### src/rtl/core/bep_pkg.sv
// Shared types, codes and tables for the bibliography entry parser.
package bep_pkg;

    typedef enum logic [4:0] {
        PH_SEEK        = 5'd0,
        PH_TYPE_SP     = 5'd1,
        PH_TYPE        = 5'd2,
        PH_SEEK_OPEN   = 5'd3,
        PH_TAG_SP      = 5'd4,
        PH_TAG         = 5'd5,
        PH_SEEK_DELIM  = 5'd6,
        PH_AFTER_COMMA = 5'd7,
        PH_KEY         = 5'd8,
        PH_SEEK_EQ     = 5'd9,
        PH_STR_OPEN    = 5'd10,
        PH_STR         = 5'd11,
        PH_NUM_SP      = 5'd12,
        PH_NUM_SP2     = 5'd13,
        PH_NUM         = 5'd14,
        PH_PEND_END    = 5'd15,
        PH_HALT        = 5'd16
    } phase_t;

    localparam logic [2:0] EV_TYPE   = 3'd0;
    localparam logic [2:0] EV_TAG    = 3'd1;
    localparam logic [2:0] EV_STRING = 3'd2;
    localparam logic [2:0] EV_NUMBER = 3'd3;
    localparam logic [2:0] EV_END    = 3'd4;
    localparam logic [2:0] EV_ERROR  = 3'd5;

    localparam logic [1:0] ERR_TRUNC   = 2'd0;
    localparam logic [1:0] ERR_EMPTY   = 2'd1;
    localparam logic [1:0] ERR_UNKNOWN = 2'd2;
    localparam logic [1:0] ERR_DEEP    = 2'd3;

    localparam logic [4:0] FIELD_YEAR    = 5'd13;
    localparam logic [4:0] FIELD_NUMBER  = 5'd15;
    localparam logic [4:0] FIELD_UNKNOWN = 5'd16;

    localparam int NUM_TYPES = 14;
    localparam logic [30:0] NUM_MAX = 31'h7FFF_FFFF;

    // Byte classes of one input item, computed by the front end.
    typedef struct packed {
        logic       eoi;
        logic [7:0] lc;
        logic       space;
        logic       digit;
        logic       alnum;
        logic       at;
        logic       lbrace;
        logic       rbrace;
        logic       comma;
        logic       equal;
        logic       quote;
        logic       newline;
    } item_t;

    function automatic logic [3:0] type_len(input int t);
        begin
            unique case (t)
                0, 2:      type_len = 4'd7;
                1, 9:      type_len = 4'd4;
                3, 12:     type_len = 4'd10;
                4, 7:      type_len = 4'd6;
                5:         type_len = 4'd12;
                6, 8:      type_len = 4'd13;
                10:        type_len = 4'd9;
                default:   type_len = 4'd11;
            endcase
        end
    endfunction

    // Type name byte at a given index, lowercase; zero past the end.
    function automatic logic [7:0] type_char(input int t, input logic [3:0] i);
        logic [103:0] s;
        int           n;
        begin
            unique case (t)
                0:  s = 104'("article");
                1:  s = 104'("book");
                2:  s = 104'("booklet");
                3:  s = 104'("conference");
                4:  s = 104'("inbook");
                5:  s = 104'("incollection");
                6:  s = 104'("inproceedings");
                7:  s = 104'("manual");
                8:  s = 104'("mastersthesis");
                9:  s = 104'("misc");
                10: s = 104'("phdthesis");
                11: s = 104'("proceedings");
                12: s = 104'("techreport");
                default: s = 104'("unpublished");
            endcase
            n = int'(type_len(t));
            if (int'(i) < n) begin
                type_char = s[8 * (n - 1 - int'(i)) +: 8];
            end else begin
                type_char = 8'd0;
            end
        end
    endfunction

    // Class a key by its first three lowercased bytes.
    function automatic logic [4:0] key_class(input logic [23:0] k, input logic [1:0] n);
        begin
            if (n != 2'd3) begin
                key_class = FIELD_UNKNOWN;
            end else begin
                unique case (k)
                    "tit":   key_class = 5'd0;
                    "aut":   key_class = 5'd1;
                    "edi":   key_class = 5'd2;
                    "ser":   key_class = 5'd3;
                    "org":   key_class = 5'd4;
                    "jou":   key_class = 5'd5;
                    "pub":   key_class = 5'd6;
                    "add":   key_class = 5'd7;
                    "how":   key_class = 5'd8;
                    "boo":   key_class = 5'd9;
                    "mon":   key_class = 5'd10;
                    "abs":   key_class = 5'd11;
                    "not":   key_class = 5'd11;
                    "pag":   key_class = 5'd12;
                    "yea":   key_class = 5'd13;
                    "vol":   key_class = 5'd14;
                    "num":   key_class = 5'd15;
                    default: key_class = FIELD_UNKNOWN;
                endcase
            end
        end
    endfunction

endpackage

### src/rtl/core/bibliography_entry_parser_top.sv
// Top level of the bibliography entry parser.
// Usage: feed one source byte per transfer on the s_ channel (s_text_byte),
// or a transfer with s_end_of_input high to close the source. Each input
// transfer yields zero or one event on the m_ channel: type, tag, string
// field, number field, entry end, or error with its code.
// Throughput: one byte per cycle while results are accepted; the parse state
// updates once per byte and a two-entry queue separates the byte classifier
// from the parser, whose events are registered in the result register.
// When the receiver stalls, the result register holds, the parser stops
// once the register is full, and the queue fills and then drops s_ready.
// Reset (aresetn low, synchronous) empties queue and result register and
// puts the parser into the seek-for-at-sign state with offsets at zero.
// After an error, bytes are ignored until an end-of-input transfer.
module bibliography_entry_parser_top #(
    parameter int OFFSET_BITS = 32,
    parameter int DEPTH_BITS  = 8
) (
    input  logic        aclk,
    input  logic        aresetn,
    input  logic        s_valid,
    output logic        s_ready,
    input  logic [7:0]  s_text_byte,
    input  logic        s_end_of_input,
    output logic        m_valid,
    input  logic        m_ready,
    output logic [2:0]  m_event_res,
    output logic [3:0]  m_entry_type,
    output logic [4:0]  m_field_id,
    output logic [31:0] m_span_start,
    output logic [31:0] m_span_length,
    output logic [30:0] m_number_value,
    output logic [31:0] m_line_number,
    output logic [31:0] m_position,
    output logic [1:0]  m_error_code
);

    logic           q_valid;
    logic           q_ready;
    bep_pkg::item_t q_item;

    bep_front u_front (
        .aclk           (aclk),
        .aresetn        (aresetn),
        .s_valid        (s_valid),
        .s_ready        (s_ready),
        .s_text_byte    (s_text_byte),
        .s_end_of_input (s_end_of_input),
        .q_valid        (q_valid),
        .q_ready        (q_ready),
        .q_item         (q_item)
    );

    bep_back #(
        .OFFSET_BITS (OFFSET_BITS),
        .DEPTH_BITS  (DEPTH_BITS)
    ) u_back (
        .aclk           (aclk),
        .aresetn        (aresetn),
        .q_valid        (q_valid),
        .q_ready        (q_ready),
        .q_item         (q_item),
        .m_valid        (m_valid),
        .m_ready        (m_ready),
        .m_event_res    (m_event_res),
        .m_entry_type   (m_entry_type),
        .m_field_id     (m_field_id),
        .m_span_start   (m_span_start),
        .m_span_length  (m_span_length),
        .m_number_value (m_number_value),
        .m_line_number  (m_line_number),
        .m_position     (m_position),
        .m_error_code   (m_error_code)
    );

endmodule

### src/rtl/core/bep_front.sv
// Front end: accepts bytes, classifies them and queues them for the parser.
module bep_front (
    input  logic            aclk,
    input  logic            aresetn,
    input  logic            s_valid,
    output logic            s_ready,
    input  logic [7:0]      s_text_byte,
    input  logic            s_end_of_input,
    output logic            q_valid,
    input  logic            q_ready,
    output bep_pkg::item_t  q_item
);

    bep_pkg::item_t slot_reg [2];
    logic [1:0]     count_reg;
    logic           wr_ptr_reg;
    logic           rd_ptr_reg;
    bep_pkg::item_t cls;
    logic           push;
    logic           pop;
    logic [7:0]     b;

    // Classify the incoming byte
    always_comb begin
        b           = s_text_byte;
        cls.eoi     = s_end_of_input;
        cls.lc      = (b >= "A" && b <= "Z") ? b + 8'd32 : b;
        cls.space   = (b == 8'h20) || (b >= 8'h09 && b <= 8'h0D);
        cls.digit   = (b >= "0" && b <= "9");
        cls.alnum   = cls.digit || (b >= "a" && b <= "z") || (b >= "A" && b <= "Z");
        cls.at      = (b == "@");
        cls.lbrace  = (b == "{");
        cls.rbrace  = (b == "}");
        cls.comma   = (b == ",");
        cls.equal   = (b == "=");
        cls.quote   = (b == 8'h22);
        cls.newline = (b == 8'h0A);
    end

    assign s_ready = (count_reg != 2'd2);
    assign push    = s_valid && s_ready;
    assign q_valid = (count_reg != 2'd0);
    assign pop     = q_valid && q_ready;
    assign q_item  = slot_reg[rd_ptr_reg];

    // Two-entry queue
    always_ff @(posedge aclk) begin
        if (!aresetn) begin
            count_reg  <= 2'd0;
            wr_ptr_reg <= 1'b0;
            rd_ptr_reg <= 1'b0;
        end else begin
            if (push) wr_ptr_reg <= ~wr_ptr_reg;
            if (pop)  rd_ptr_reg <= ~rd_ptr_reg;
            count_reg <= count_reg + {1'b0, push} - {1'b0, pop};
        end
    end

    always_ff @(posedge aclk) begin
        if (push) slot_reg[wr_ptr_reg] <= cls;
    end

    property p_no_overflow;
        @(posedge aclk) disable iff (!aresetn) count_reg <= 2'd2;
    endproperty
    a_no_overflow: assert property (p_no_overflow) else $error("queue overflow");

    property p_pop_nonempty;
        @(posedge aclk) disable iff (!aresetn) pop |-> count_reg != 2'd0;
    endproperty
    a_pop_nonempty: assert property (p_pop_nonempty) else $error("pop from empty");

    property p_full_stall;
        @(posedge aclk) disable iff (!aresetn) (count_reg == 2'd2) |-> !s_ready;
    endproperty
    a_full_stall: assert property (p_full_stall) else $error("ready while full");

endmodule

### src/rtl/core/bep_back.sv
// Back end: the parse state machine and the registered result stage.
module bep_back #(
    parameter int OFFSET_BITS = 32,
    parameter int DEPTH_BITS  = 8
) (
    input  logic            aclk,
    input  logic            aresetn,
    input  logic            q_valid,
    output logic            q_ready,
    input  bep_pkg::item_t  q_item,
    output logic            m_valid,
    input  logic            m_ready,
    output logic [2:0]      m_event_res,
    output logic [3:0]      m_entry_type,
    output logic [4:0]      m_field_id,
    output logic [31:0]     m_span_start,
    output logic [31:0]     m_span_length,
    output logic [30:0]     m_number_value,
    output logic [31:0]     m_line_number,
    output logic [31:0]     m_position,
    output logic [1:0]      m_error_code
);

    localparam logic [DEPTH_BITS-1:0] DEPTH_MAX = '1;

    bep_pkg::phase_t           phase_reg, phase_next;
    logic [OFFSET_BITS-1:0]    off_reg, off_next;
    logic [31:0]               nl_reg, nl_next;
    logic [DEPTH_BITS-1:0]     depth_reg, depth_next;
    logic [13:0]               cand_reg, cand_next;
    logic [3:0]                wc_reg, wc_next;
    logic [23:0]               kp_reg, kp_next;
    logic [1:0]                pc_reg, pc_next;
    logic [4:0]                fld_reg, fld_next;
    logic [OFFSET_BITS-1:0]    sb_reg, sb_next;
    logic [30:0]               acc_reg, acc_next;
    logic                      qm_reg, qm_next;

    logic                      ov_reg;
    logic [2:0]                oev_reg;
    logic [3:0]                oty_reg;
    logic [4:0]                ofl_reg;
    logic [31:0]               ost_reg, oln_reg, onl_reg, opos_reg;
    logic [30:0]               onum_reg;
    logic [1:0]                oerr_reg;

    logic                      emit;
    logic [2:0]                ev;
    logic [3:0]                ety;
    logic [4:0]                efl;
    logic [OFFSET_BITS-1:0]    est, eln, epos;
    logic [30:0]               enum_v;
    logic [1:0]                eerr;
    logic                      step;
    logic [13:0]               cand_fed;
    logic [13:0]               cand_src;
    logic [3:0]                wc_src;
    logic [3:0]                match_idx;
    logic                      match_any;
    logic [34:0]               acc_wide;
    logic [OFFSET_BITS-1:0]    slen;
    logic                      closed;
    logic [4:0]                fcls;

    // Accept a queued byte when the result register is free or draining
    assign q_ready = !ov_reg || m_ready;
    assign step    = q_valid && q_ready;

    // Type candidate filter
    always_comb begin
        cand_src = (phase_reg == bep_pkg::PH_TYPE_SP) ? 14'h3FFF : cand_reg;
        wc_src   = (phase_reg == bep_pkg::PH_TYPE_SP) ? 4'd0 : wc_reg;
        for (int t = 0; t < bep_pkg::NUM_TYPES; t++) begin
            cand_fed[t] = cand_src[t] && (wc_src < bep_pkg::type_len(t)) &&
                          (bep_pkg::type_char(t, wc_src) == q_item.lc);
        end
        match_idx = 4'd0;
        match_any = 1'b0;
        for (int t = bep_pkg::NUM_TYPES - 1; t >= 0; t--) begin
            if (cand_reg[t] && bep_pkg::type_len(t) == wc_reg) begin
                match_idx = 4'(t);
                match_any = 1'b1;
            end
        end
    end

    assign acc_wide = {1'b0, acc_reg, 3'b000} + {3'b000, acc_reg, 1'b0}
                      + {31'd0, q_item.lc[3:0]};
    assign slen     = off_reg - sb_reg;
    assign fcls     = bep_pkg::key_class(kp_reg, pc_reg);

    // Next state and event selection
    always_comb begin
        phase_next = phase_reg;
        off_next   = off_reg;
        nl_next    = nl_reg;
        depth_next = depth_reg;
        cand_next  = cand_reg;
        wc_next    = wc_reg;
        kp_next    = kp_reg;
        pc_next    = pc_reg;
        fld_next   = fld_reg;
        sb_next    = sb_reg;
        acc_next   = acc_reg;
        qm_next    = qm_reg;
        emit       = 1'b0;
        ev         = bep_pkg::EV_ERROR;
        ety        = 4'd0;
        efl        = 5'd0;
        est        = '0;
        eln        = '0;
        enum_v     = 31'd0;
        eerr       = 2'd0;
        epos       = off_reg;
        closed     = 1'b0;
        if (q_item.eoi) begin
            if (phase_reg == bep_pkg::PH_PEND_END) begin
                emit = 1'b1;
                ev   = bep_pkg::EV_END;
                epos = sb_reg;
            end else if (phase_reg != bep_pkg::PH_SEEK && phase_reg != bep_pkg::PH_HALT) begin
                emit = 1'b1;
                eerr = bep_pkg::ERR_TRUNC;
            end
            phase_next = bep_pkg::PH_SEEK;
            off_next   = '0;
            nl_next    = 32'd0;
            depth_next = '0;
            cand_next  = 14'h3FFF;
            wc_next    = 4'd0;
            kp_next    = 24'd0;
            pc_next    = 2'd0;
            fld_next   = 5'd0;
            sb_next    = '0;
            acc_next   = 31'd0;
            qm_next    = 1'b0;
        end else begin
            off_next = off_reg + 1'b1;
            if (q_item.newline) nl_next = nl_reg + 32'd1;
            unique case (phase_reg)
                bep_pkg::PH_PEND_END: begin
                    emit = 1'b1;
                    ev   = bep_pkg::EV_END;
                    epos = sb_reg;
                    phase_next = q_item.at ? bep_pkg::PH_TYPE_SP : bep_pkg::PH_SEEK;
                end
                bep_pkg::PH_SEEK: begin
                    if (q_item.at) phase_next = bep_pkg::PH_TYPE_SP;
                end
                bep_pkg::PH_TYPE_SP: begin
                    if (!q_item.space) begin
                        if (!q_item.alnum) begin
                            emit = 1'b1;
                            eerr = bep_pkg::ERR_EMPTY;
                            phase_next = bep_pkg::PH_HALT;
                        end else begin
                            cand_next  = cand_fed;
                            wc_next    = 4'd1;
                            phase_next = bep_pkg::PH_TYPE;
                        end
                    end
                end
                bep_pkg::PH_TYPE: begin
                    if (q_item.alnum) begin
                        cand_next = cand_fed;
                        if (wc_reg != 4'd15) wc_next = wc_reg + 4'd1;
                    end else if (!match_any) begin
                        emit = 1'b1;
                        eerr = bep_pkg::ERR_UNKNOWN;
                        phase_next = bep_pkg::PH_HALT;
                    end else begin
                        emit = 1'b1;
                        ev   = bep_pkg::EV_TYPE;
                        ety  = match_idx;
                        phase_next = q_item.lbrace ? bep_pkg::PH_TAG_SP
                                                   : bep_pkg::PH_SEEK_OPEN;
                    end
                end
                bep_pkg::PH_SEEK_OPEN: begin
                    if (q_item.lbrace) phase_next = bep_pkg::PH_TAG_SP;
                end
                bep_pkg::PH_TAG_SP: begin
                    if (!q_item.space) begin
                        if (!q_item.alnum) begin
                            emit = 1'b1;
                            eerr = bep_pkg::ERR_EMPTY;
                            phase_next = bep_pkg::PH_HALT;
                        end else begin
                            sb_next    = off_reg;
                            phase_next = bep_pkg::PH_TAG;
                        end
                    end
                end
                bep_pkg::PH_TAG: begin
                    if (!q_item.alnum) begin
                        emit = 1'b1;
                        ev   = bep_pkg::EV_TAG;
                        est  = sb_reg;
                        eln  = slen;
                        if (q_item.comma) begin
                            phase_next = bep_pkg::PH_AFTER_COMMA;
                        end else if (q_item.rbrace) begin
                            sb_next    = off_reg;
                            phase_next = bep_pkg::PH_PEND_END;
                        end else begin
                            phase_next = bep_pkg::PH_SEEK_DELIM;
                        end
                    end
                end
                bep_pkg::PH_SEEK_DELIM: begin
                    if (q_item.comma) begin
                        phase_next = bep_pkg::PH_AFTER_COMMA;
                    end else if (q_item.rbrace) begin
                        emit = 1'b1;
                        ev   = bep_pkg::EV_END;
                        phase_next = bep_pkg::PH_SEEK;
                    end
                end
                bep_pkg::PH_AFTER_COMMA: begin
                    if (!q_item.space) begin
                        if (q_item.rbrace) begin
                            emit = 1'b1;
                            ev   = bep_pkg::EV_END;
                            phase_next = bep_pkg::PH_SEEK;
                        end else if (!q_item.alnum) begin
                            emit = 1'b1;
                            eerr = bep_pkg::ERR_EMPTY;
                            phase_next = bep_pkg::PH_HALT;
                        end else begin
                            kp_next    = {16'd0, q_item.lc};
                            pc_next    = 2'd1;
                            phase_next = bep_pkg::PH_KEY;
                        end
                    end
                end
                bep_pkg::PH_KEY: begin
                    if (q_item.alnum) begin
                        if (pc_reg != 2'd3) begin
                            kp_next = {kp_reg[15:0], q_item.lc};
                            pc_next = pc_reg + 2'd1;
                        end
                    end else begin
                        fld_next = fcls;
                        if (q_item.equal) begin
                            phase_next = (fcls >= bep_pkg::FIELD_YEAR &&
                                          fcls <= bep_pkg::FIELD_NUMBER)
                                         ? bep_pkg::PH_NUM_SP : bep_pkg::PH_STR_OPEN;
                        end else begin
                            phase_next = bep_pkg::PH_SEEK_EQ;
                        end
                    end
                end
                bep_pkg::PH_SEEK_EQ: begin
                    if (q_item.equal) begin
                        phase_next = (fld_reg >= bep_pkg::FIELD_YEAR &&
                                      fld_reg <= bep_pkg::FIELD_NUMBER)
                                     ? bep_pkg::PH_NUM_SP : bep_pkg::PH_STR_OPEN;
                    end
                end
                bep_pkg::PH_STR_OPEN: begin
                    if (q_item.quote || q_item.lbrace) begin
                        qm_next    = q_item.quote;
                        depth_next = DEPTH_BITS'(1);
                        sb_next    = off_reg + 1'b1;
                        phase_next = bep_pkg::PH_STR;
                    end
                end
                bep_pkg::PH_STR: begin
                    if (qm_reg) begin
                        closed = q_item.quote;
                    end else if (q_item.lbrace) begin
                        if (depth_reg == DEPTH_MAX) begin
                            emit = 1'b1;
                            eerr = bep_pkg::ERR_DEEP;
                            phase_next = bep_pkg::PH_HALT;
                        end else begin
                            depth_next = depth_reg + 1'b1;
                        end
                    end else if (q_item.rbrace) begin
                        depth_next = depth_reg - 1'b1;
                        closed     = (depth_reg == DEPTH_BITS'(1));
                    end
                    if (closed) begin
                        emit = 1'b1;
                        if (slen == '0) begin
                            eerr = bep_pkg::ERR_EMPTY;
                            phase_next = bep_pkg::PH_HALT;
                        end else begin
                            ev   = bep_pkg::EV_STRING;
                            efl  = fld_reg;
                            est  = sb_reg;
                            eln  = slen;
                            phase_next = bep_pkg::PH_SEEK_DELIM;
                        end
                    end
                end
                bep_pkg::PH_NUM_SP, bep_pkg::PH_NUM_SP2: begin
                    if (!q_item.space) begin
                        if (q_item.lbrace && phase_reg == bep_pkg::PH_NUM_SP) begin
                            phase_next = bep_pkg::PH_NUM_SP2;
                        end else if (!q_item.digit) begin
                            emit = 1'b1;
                            eerr = bep_pkg::ERR_EMPTY;
                            phase_next = bep_pkg::PH_HALT;
                        end else begin
                            acc_next   = {27'd0, q_item.lc[3:0]};
                            phase_next = bep_pkg::PH_NUM;
                        end
                    end
                end
                bep_pkg::PH_NUM: begin
                    if (q_item.digit) begin
                        acc_next = (acc_wide > {4'd0, bep_pkg::NUM_MAX})
                                   ? bep_pkg::NUM_MAX : acc_wide[30:0];
                    end else begin
                        emit   = 1'b1;
                        ev     = bep_pkg::EV_NUMBER;
                        efl    = fld_reg;
                        enum_v = acc_reg;
                        phase_next = q_item.comma ? bep_pkg::PH_AFTER_COMMA
                                                  : bep_pkg::PH_SEEK_DELIM;
                    end
                end
                default: begin
                end
            endcase
        end
    end

    // Advance parse state on each transfer
    always_ff @(posedge aclk) begin
        if (!aresetn) begin
            phase_reg <= bep_pkg::PH_SEEK;
            off_reg   <= '0;
            nl_reg    <= 32'd0;
            depth_reg <= '0;
            cand_reg  <= 14'h3FFF;
            wc_reg    <= 4'd0;
            kp_reg    <= 24'd0;
            pc_reg    <= 2'd0;
            fld_reg   <= 5'd0;
            sb_reg    <= '0;
            acc_reg   <= 31'd0;
            qm_reg    <= 1'b0;
        end else if (step) begin
            phase_reg <= phase_next;
            off_reg   <= off_next;
            nl_reg    <= nl_next;
            depth_reg <= depth_next;
            cand_reg  <= cand_next;
            wc_reg    <= wc_next;
            kp_reg    <= kp_next;
            pc_reg    <= pc_next;
            fld_reg   <= fld_next;
            sb_reg    <= sb_next;
            acc_reg   <= acc_next;
            qm_reg    <= qm_next;
        end
    end

    // Result register
    always_ff @(posedge aclk) begin
        if (!aresetn) begin
            ov_reg <= 1'b0;
        end else if (step) begin
            ov_reg <= emit;
        end else if (m_ready) begin
            ov_reg <= 1'b0;
        end
    end

    always_ff @(posedge aclk) begin
        if (step && emit) begin
            oev_reg  <= ev;
            oty_reg  <= ety;
            ofl_reg  <= efl;
            ost_reg  <= 32'(est);
            oln_reg  <= 32'(eln);
            onum_reg <= enum_v;
            onl_reg  <= q_item.eoi ? nl_reg : nl_next;
            opos_reg <= 32'(epos);
            oerr_reg <= eerr;
        end
    end

    assign m_valid        = ov_reg;
    assign m_event_res    = oev_reg;
    assign m_entry_type   = oty_reg;
    assign m_field_id     = ofl_reg;
    assign m_span_start   = ost_reg;
    assign m_span_length  = oln_reg;
    assign m_number_value = onum_reg;
    assign m_line_number  = onl_reg;
    assign m_position     = opos_reg;
    assign m_error_code   = oerr_reg;

    property p_hold_result;
        @(posedge aclk) disable iff (!aresetn)
            (m_valid && !m_ready) |=> m_valid && $stable(m_position);
    endproperty
    a_hold_result: assert property (p_hold_result) else $error("result dropped");

    property p_halt_stays;
        @(posedge aclk) disable iff (!aresetn)
            (step && phase_reg == bep_pkg::PH_HALT && !q_item.eoi) |-> !emit;
    endproperty
    a_halt_stays: assert property (p_halt_stays) else $error("event after error");

    property p_eoi_resets;
        @(posedge aclk) disable iff (!aresetn)
            (step && q_item.eoi) |=> phase_reg == bep_pkg::PH_SEEK && off_reg == '0;
    endproperty
    a_eoi_resets: assert property (p_eoi_resets) else $error("no reset at end");

endmodule
### config.mk
export PLATFORM = sky130hd
export DESIGN_NAME = bibliography_entry_parser_top
export DESIGN_NICKNAME = d
export VERILOG_FILES = /design/src/rtl/core/bep_pkg.sv /design/src/rtl/core/bibliography_entry_parser_top.sv /design/src/rtl/core/bep_front.sv /design/src/rtl/core/bep_back.sv
export SDC_FILE = /design/constraint.sdc
export NUM_CORES = 1
export LEC_CHECK = 0
export BUFFER_PORTS_ARGS = -buffer_cell sky130_fd_sc_hd__buf_2
export CORE_MARGIN = 5
export CORE_UTILIZATION = 55
export CTS_CLUSTER_DIAMETER = 120
export CTS_CLUSTER_SIZE = 14
export DETAILED_ROUTE_END_ITERATION = 6
export PLACE_DENSITY = 0.74
export SLEW_MARGIN = 40
export SYNTH_ARGS = -nofsm -noshare
export SYNTH_HDL_FRONTEND = slang
export SYNTH_HIERARCHICAL = 1
export SYNTH_SLANG_ARGS = --single-unit
### constraint.sdc
create_clock -name aclk -period 27.9 [get_ports aclk]
set_input_delay 1.395 -clock aclk [delete_from_list [all_inputs] [get_ports aclk]]
set_output_delay 1.395 -clock aclk [all_outputs]
set_load 0.05 [all_outputs]
==> summary.txt, run 1 <==
Global routing
  • Antenna violations before repair: 0
  • Vias in the first global route: 22700
  • Grt ovf: 0
  • Largest net degree at the start of global routing: between 80 and 90
  • First-pass GRT wire length: 122000 um
  • GRT Overall Usage: 0.279

Yosys
  • Post-synth EDFFs: 211
  • Fraction of registers with async set/reset: 0
  • Post-synth net total: between 3000 and 4000
  • Library cells used by synthesis: 90
  • Synthesized area: 0.0263 sq mm
  • Synth warn: 6
  • Register bit count reported by yosys: 407
  • Register area share after synthesis: 0.390
  • Most common flop cell mapped by yosys: edfxtp_1
  • Syn Inst Count: about 3100
  • Mean Syn Cell Area: 8.54 sq um

Timing
  • Minimum clock period: 4930 ps
  • Slew Viols, Final: 0
  • Slew headroom: 0.420
  • Setup violations, final: 0
  • Period utilization: 0.177
  • Worst slew pin tran: 869 ps
  • Fin Setup TNS: 0 ps
  • Setup Skew: about 33 ps
  • Final Hold Vio Count: 0
  • Fmax: just over 200 MHz
  • RSZ-0062 raised after global routing: false
  • Fin Hold WS: roughly 460 ps

Die
  • Die area: about 0.052 sq mm
  • Total I/O pin count: between 150 and 200
  • Initial core utilization: 0.554
  • Die W: 229 um
  • Row cnt: 80
  • Core ar.: 0.0475 sq mm
  • Die height: 229 um

Routing
  • Drt wl/cell: 20.2 um
  • Antenna Violating Nets Remaining: 0
  • Routed vias: about 24000
  • WL met1: 33000 um
  • Drt pass-1 iters: 6
  • # DRC: 0
  • Routed wl met3: between 5000 and 6000 um
  • Via/cell ratio: 6.36
  • 1st-iter DRT viols: around 2800
  • Final WL: 76500 um
  • DR top layer: met4
  • DR WL met2: approximately 35000 um

Clock network
  • CTS sink count: 407
  • Hold_buf cts: 0
  • CTS buffer count: 35
  • Clock root cell: clkbuf_16
  • CTS tree: done
  • Clock slew at reported path FFs: 70 ps
  • Setup Fix Bufs, Post-CTS: 0
  • Post_cts resized: 0
  • Clock buffer depth: 3
  • Worst skew pair latency: 570 ps
  • Number of H-tree levels: 2

Pwr
  • Static leakage: 0.0109 uW
  • Pwr dens: 70.1 mW/mm^2
  • VDD IR max: between 0.04 and 0.05 mV

Setup path
  • Critical Path End Type: flip-flop
  • Crit Path Class: reg -> reg
  • Crit path DAT: 5210 ps
  • CP max FO: 54
  • Startpoint Class: flip-flop
  • Critical Path RT: 28180 ps

Finish
  • Final nets: between 3000 and 4000
  • Layout cells sized above 1: 0.131
  • Fin cells: 3780
  • Number of fillers in the final layout: 4159
  • Max FFs per register: 38
  • Area growth from synthesis to layout: 9.00%
  • Most common cell after layout, fill and taps aside: nor2_1
  • Most frequent cells in the layout: 323 x nor2_1, 279 x nand2_1, 261 x a21oi_1
  • Antenna cells: 0
  • Final Core Density: 0.604

Worst hold path
  • Min-Delay Path Class: reg -> reg

Status
  • Status: completed

Placement
  • GP Congestion: 0.955
  • Cell count after placement: 3718
  • Port Buffers: ~190
  • Post-DP HPWL: 54000 um

Run
  • MaxCap Viol Count: 0
path summary, 6_finish.rpt:
path | slack [ps] | startpoint | cells after the start | to
hold / removal | 460 | u_back/pc_reg[1] | 2 | u_back/pc_reg[1]
setup / recovery | 22970 | u_back/off_reg[0] | 15 | u_back/m_span_length[9]
setup reg to reg | 22970 | u_back/off_reg[0] | 15 | u_back/m_span_length[9]
hold reg to reg | 460 | u_back/pc_reg[1] | 2 | u_back/pc_reg[1]
through the flow:
| step | power (uW) | area [sq um] | worst slack, ps |
|---|---|---|---|
| final | 2010 | 28700 | 22970 |
| after CTS | 2010 | 28700 | 22690 |
| after detailed placement | 1550 | 27600 | 22700 |
| after floorplan | 1360 | 26300 | 12090 |
| after global routing | 2110 | 28700 | 22650 |
| after global placement | 1530 | 27600 | 22850 |
kinds of logic after synthesis:
group	count (synthesis)	synth area share
AO/OA/AOI/OAI	808	0.194
XOR/XNOR	167	0.0555
adder cells (fa/ha/maj)	126	0.0607
buffers and inverters	285	0.0421
flip-flops	407	0.390
multiplexers	66	0.0276
AND/OR/NAND/NOR	1224	0.231
worst max-delay path, stage by stage (launching register included):
cell and delay [ps]:
dfxtp_1 350, inv_1 200, ha_1 220, inv_1 60
fa_1 420, a21o_1 230, a221oi_2 370, o21ai_0 130
o221ai_1 220, or3b_1 360, or4_1 530, nor3_2 300
nand4b_4 220, o41ai_4 380, buf_6 520, nor2_1 110
Yosys cell counts, drive strengths merged (10+ instances only):
cell / n / share of area
edfxtp: 211 / 0.24
ha: 123 / 0.058
or2: 11 / 0.0026
nand3b: 10 / 0.0029
a22oi: 59 / 0.017
buf: 20 / 0.0043
and2: 66 / 0.016
nor2b: 25 / 0.0059
and4: 15 / 0.0050
mux2i: 14 / 0.0053
or4: 11 / 0.0033
nor3: 92 / 0.018
nor4: 39 / 0.0093
nand2b: 31 / 0.0074
dfxtp: 196 / 0.15
nand2: 280 / 0.040
nand3: 106 / 0.020
nor2: 377 / 0.058
inv: 80 / 0.011
a31oi: 46 / 0.011
o21a: 17 / 0.0048
and3: 48 / 0.011
nand4: 42 / 0.010
a211oi: 28 / 0.0080
o211ai: 26 / 0.0074
xor2: 67 / 0.022
clkbuf: 181 / 0.026
o31ai: 11 / 0.0031
a21oi: 262 / 0.050
nand4b: 12 / 0.0046
xnor2: 100 / 0.033
or3: 36 / 0.0086
a21o: 37 / 0.011
a221oi: 12 / 0.0042
mux2: 52 / 0.022
o21ai: 188 / 0.036
report_power, final:
| part | switching [uW] | internal (uW) | total [uW] |
|---|---|---|---|
| logic | 591 | 204 | 795 |
| clock network | 222 | 244 | 465 |
| registers | 34.6 | 715 | 750 |
per-layer routing:
metal,up-vias,GRT usage
li1,11400,-
met1,11400,0.385
met2,1081,0.447
met3,190,0.0404
met4,0,0.111
met5,-,0
final cells by class:
class	count	area (sq um)	area share
multi-input combinational	2391	15100	0.526
sequential	407	10300	0.357
timing repair buffer	221	1220	0.0425
clock buffer	59	987	0.0344
tap	615	769	0.0268
inverter	84	320	0.0112
clock inverter	3	41.3	0.00144
Power figures use the tool's default switching activity.
==> inputs of run 2 (changes only) <==
ABC_AREA = 1   (was unset)
clock period = 4.7 ns   (was 27.9 ns; I/O delays follow)
==> run 2 against run 1 <==
Against the previous run: count of clock-buffer cells in the layout rose by 3; highest routed layer is now met5; critical path depth up 5; critical path type unchanged; first-iteration DRC count shrank 29%; clock power increased to 6.0 times the previous value.
==> summary.txt, run 2 <==
Timing
  • RSZ-0062 raised after global routing: false
  • Final Hold Vio Count: 0 (unchanged)
  • Period utilization: 0.884 (+0.707)
  • Fin Hold WS: 66.9 ps (-395 ps)
  • Fin Setup TNS: 0 ps (unchanged)
  • Slew headroom: 0.468 (+0.0482)
  • Worst slew pin tran: 797 ps (-71.3 ps)
  • Fmax: 241 MHz (+19%)
  • Setup Skew: 25.8 ps (-7.61 ps)
  • Minimum clock period: 4150 ps (-778 ps)
  • Slew Viols, Final: 0 (unchanged)
  • Setup violations, final: 0 (unchanged)

Routing
  • Drt wl/cell: 16.7 um (-17%)
  • 1st-iter DRT viols: 2002 (-29%)
  • WL met1: 33400 um (+1.1%)
  • # DRC: 0 (unchanged)
  • Routed vias: 25900 (+7.8%)
  • Drt pass-1 iters: 6 (unchanged)
  • DR top layer: met5
  • Final WL: 77900 um (+1.9%)
  • Antenna Violating Nets Remaining: 0 (unchanged)
  • Routed wl met3: 4900 um (-12%)
  • DR WL met2: 36300 um (+4.1%)
  • Via/cell ratio: 5.57 (-12%)

Clock network
  • Worst skew pair latency: 570 ps (about the same)
  • Post_cts resized: 0 (unchanged)
  • CTS sink count: 407 (unchanged)
  • Clock slew at reported path FFs: 70 ps (about the same)
  • Number of H-tree levels: 2 (unchanged)
  • CTS buffer count: 35 (unchanged)
  • CTS tree: done
  • Clock root cell: clkbuf_16
  • Clock buffer depth: 3 (unchanged)

Setup path
  • Critical Path RT: 5170 ps (-23010 ps)
  • Crit path DAT: 4620 ps (-590 ps)
  • Critical Path End Type: flip-flop
  • Startpoint Class: flip-flop
  • Crit Path Class: reg -> reg
  • CP max FO: 19 (-65%)

Die
  • Initial core utilization: 0.555 (+0.00120)
  • Die area: 0.0538 sq mm (+2.8%)
  • Core ar.: 0.0488 sq mm (+2.7%)
  • Total I/O pin count: 188 (unchanged)
  • Die height: 232 um (+1.4%)
  • Die W: 232 um (+1.4%)
  • Row cnt: 81 (+1.3%)

Global routing
  • GRT Overall Usage: 0.281 (+0.00172)
  • First-pass GRT wire length: 124000 um (+1.6%)
  • Grt ovf: 0 (unchanged)
  • Antenna violations before repair: 4 (+4)
  • Vias in the first global route: 24300 (+6.9%)
  • Largest net degree at the start of global routing: 88 (+3.5%)

Yosys
  • Library cells used by synthesis: 68 (-24%)
  • Syn Inst Count: 3824 (+24%)
  • Fraction of registers with async set/reset: 0 (unchanged)
  • Synth warn: 6 (unchanged)
  • Yosys top cell area share: 0.234 (-0.00693)
  • Top post-synthesis cells by count: 970 x nand2_1, 502 x inv_1, 430 x nor2_1
  • Register bit count reported by yosys: 407 (unchanged)
  • Count leader, synth: nand2_1
  • Post-synth net total: 3963 (+23%)
  • Top cell type by total area after synthesis: edfxtp_1
  • Synthesized area: 0.0271 sq mm (+3.0%)
  • Mean Syn Cell Area: 7.09 sq um (-17%)
  • Top post-synthesis cells by area: edfxtp_1 23%, dfxtp_1 14%, nand2_1 13%
  • Most common flop cell mapped by yosys: edfxtp_1
  • Register area share after synthesis: 0.378 (-0.0112)
  • Post-synth EDFFs: 211 (unchanged)

Pwr
  • VDD IR max: 0.355 mV (+720%)
  • Pwr dens: 549 mW/mm^2 (+680%)
  • Overall power: 16400 uW (+710%)
  • Static leakage: 0.0131 uW (+20%)

Finish
  • Final nets: 4103 (+25%)
  • Area growth from synthesis to layout: 9.83%
  • Fin area: 0.0298 sq mm (+3.7%)
  • Most frequent cells in the layout: 969 x nand2_1, 500 x inv_1, 426 x nor2_1
  • Layout cells sized above 1: 0.0905 (-0.0410)
  • Max FFs per register: 38 (unchanged)
  • Most common cell after layout, fill and taps aside: nand2_1
  • Fin cells: 4655 (+23%)

Placement
  • Port Buffers: 187 (unchanged)
  • Dpl cell area: 0.0287 sq mm (+3.7%)
  • GP Congestion: 0.966 (+1.1%)
  • Cell count after placement: 4585 (+23%)
  • Post-DP HPWL: 57400 um (+6.2%)

Worst hold path
  • Min-Delay Path Class: in -> reg

Status
  • Status: completed

Run
  • MaxCap Viol Count: 0 (unchanged)
-- run 2: changes by cell type after synthesis, sizes merged, moves of 73 or more --
cell / previous run / this run
nor2: 377 / 450
nand3: 106 / 237
xnor2: 100 / 19
nand2: 280 / 986
clkbuf: 181 / 79
inv: 80 / 515
-- run 2: logic make-up (layout without fill, tap and decap cells) --
| family | after synthesis | after routing | share of synthesized area |
|---|---|---|---|
| AOI/OAI and AO/OA | 667 | 667 | 0.138 |
| xor gates and xnor gates | 94 | 94 | 0.0304 |
| adders and majority gates | 126 | 126 | 0.0590 |
| buffers and inverters | 639 | 805 | 0.0918 |
| DFF | 407 | 407 | 0.378 |
| muxes | 19 | 19 | 0.00789 |
| other | 0 | 1 | 0 |
| and+or+nand+nor | 1872 | 1872 | 0.294 |
-- run 2: metal layers --
metal,up-vias,global-route usage
li1,12900,-
met1,11900,0.366
met2,906,0.474
met3,207,0.0369
met4,6,0.116
met5,-,0
-- run 2: layout make-up --
class / instances / area (sq um)
antenna: 1 / 2.50
tap: 664 / 831
clock buffer: 62 / 1040
fill: 4710 / 19100
timing repair buffer: 221 / 1280
sequential: 407 / 10300
inverter: 521 / 1970
multi-input combinational: 2778 / 14400
clock inverter: 1 / 11.3
-- run 2: worst max-delay path, stage by stage (launching register included) --
cell	delay (ps)
dfxtp_1	330
mux2_2	570
inv_1	160
fa_1	550
fa_1	430
inv_1	80
nand2_1	50
inv_1	60
nand2_1	50
nand2_1	90
a21oi_1	130
o21ai_0	400
nand2_1	90
nand2_1	170
a21oi_1	90
nand3_1	100
nor2_2	50
buf_4	190
o21ai_0	200
nand2_1	80
a21oi_1	170
-- run 2: where the power goes --
group          total (uW)  switching [uW]  internal (uW)
logic                8450            6200           2240
registers            5090             454           4640
clock network        2810            1300           1510
total               16400            7960           8390
-- run 2: what timing repair did --
item	CTS	global route
setup buffers	0	0
hold buffers	6	0
endpoints found under the hold margin	12	0
-- run 2: final timing paths --
path                      start                  to  slack, ps  cells after the start
max reg2reg           flip-flop   u_back/acc_reg[2]        550                     20
min reg2reg  u_front/rd_ptr_reg  u_front/rd_ptr_reg        460                      1
min                     m_ready      u_back/m_valid         70                      4
max                   flip-flop   u_back/acc_reg[2]        550                     20
-- run 2: metrics by stage --
step	worst slack [ps]	util
CTS	630	0.610
global placement	790	0.586
floorplan	12.8	-
detailed placement	662	0.587
finish	547	0.610
global route	136	0.610
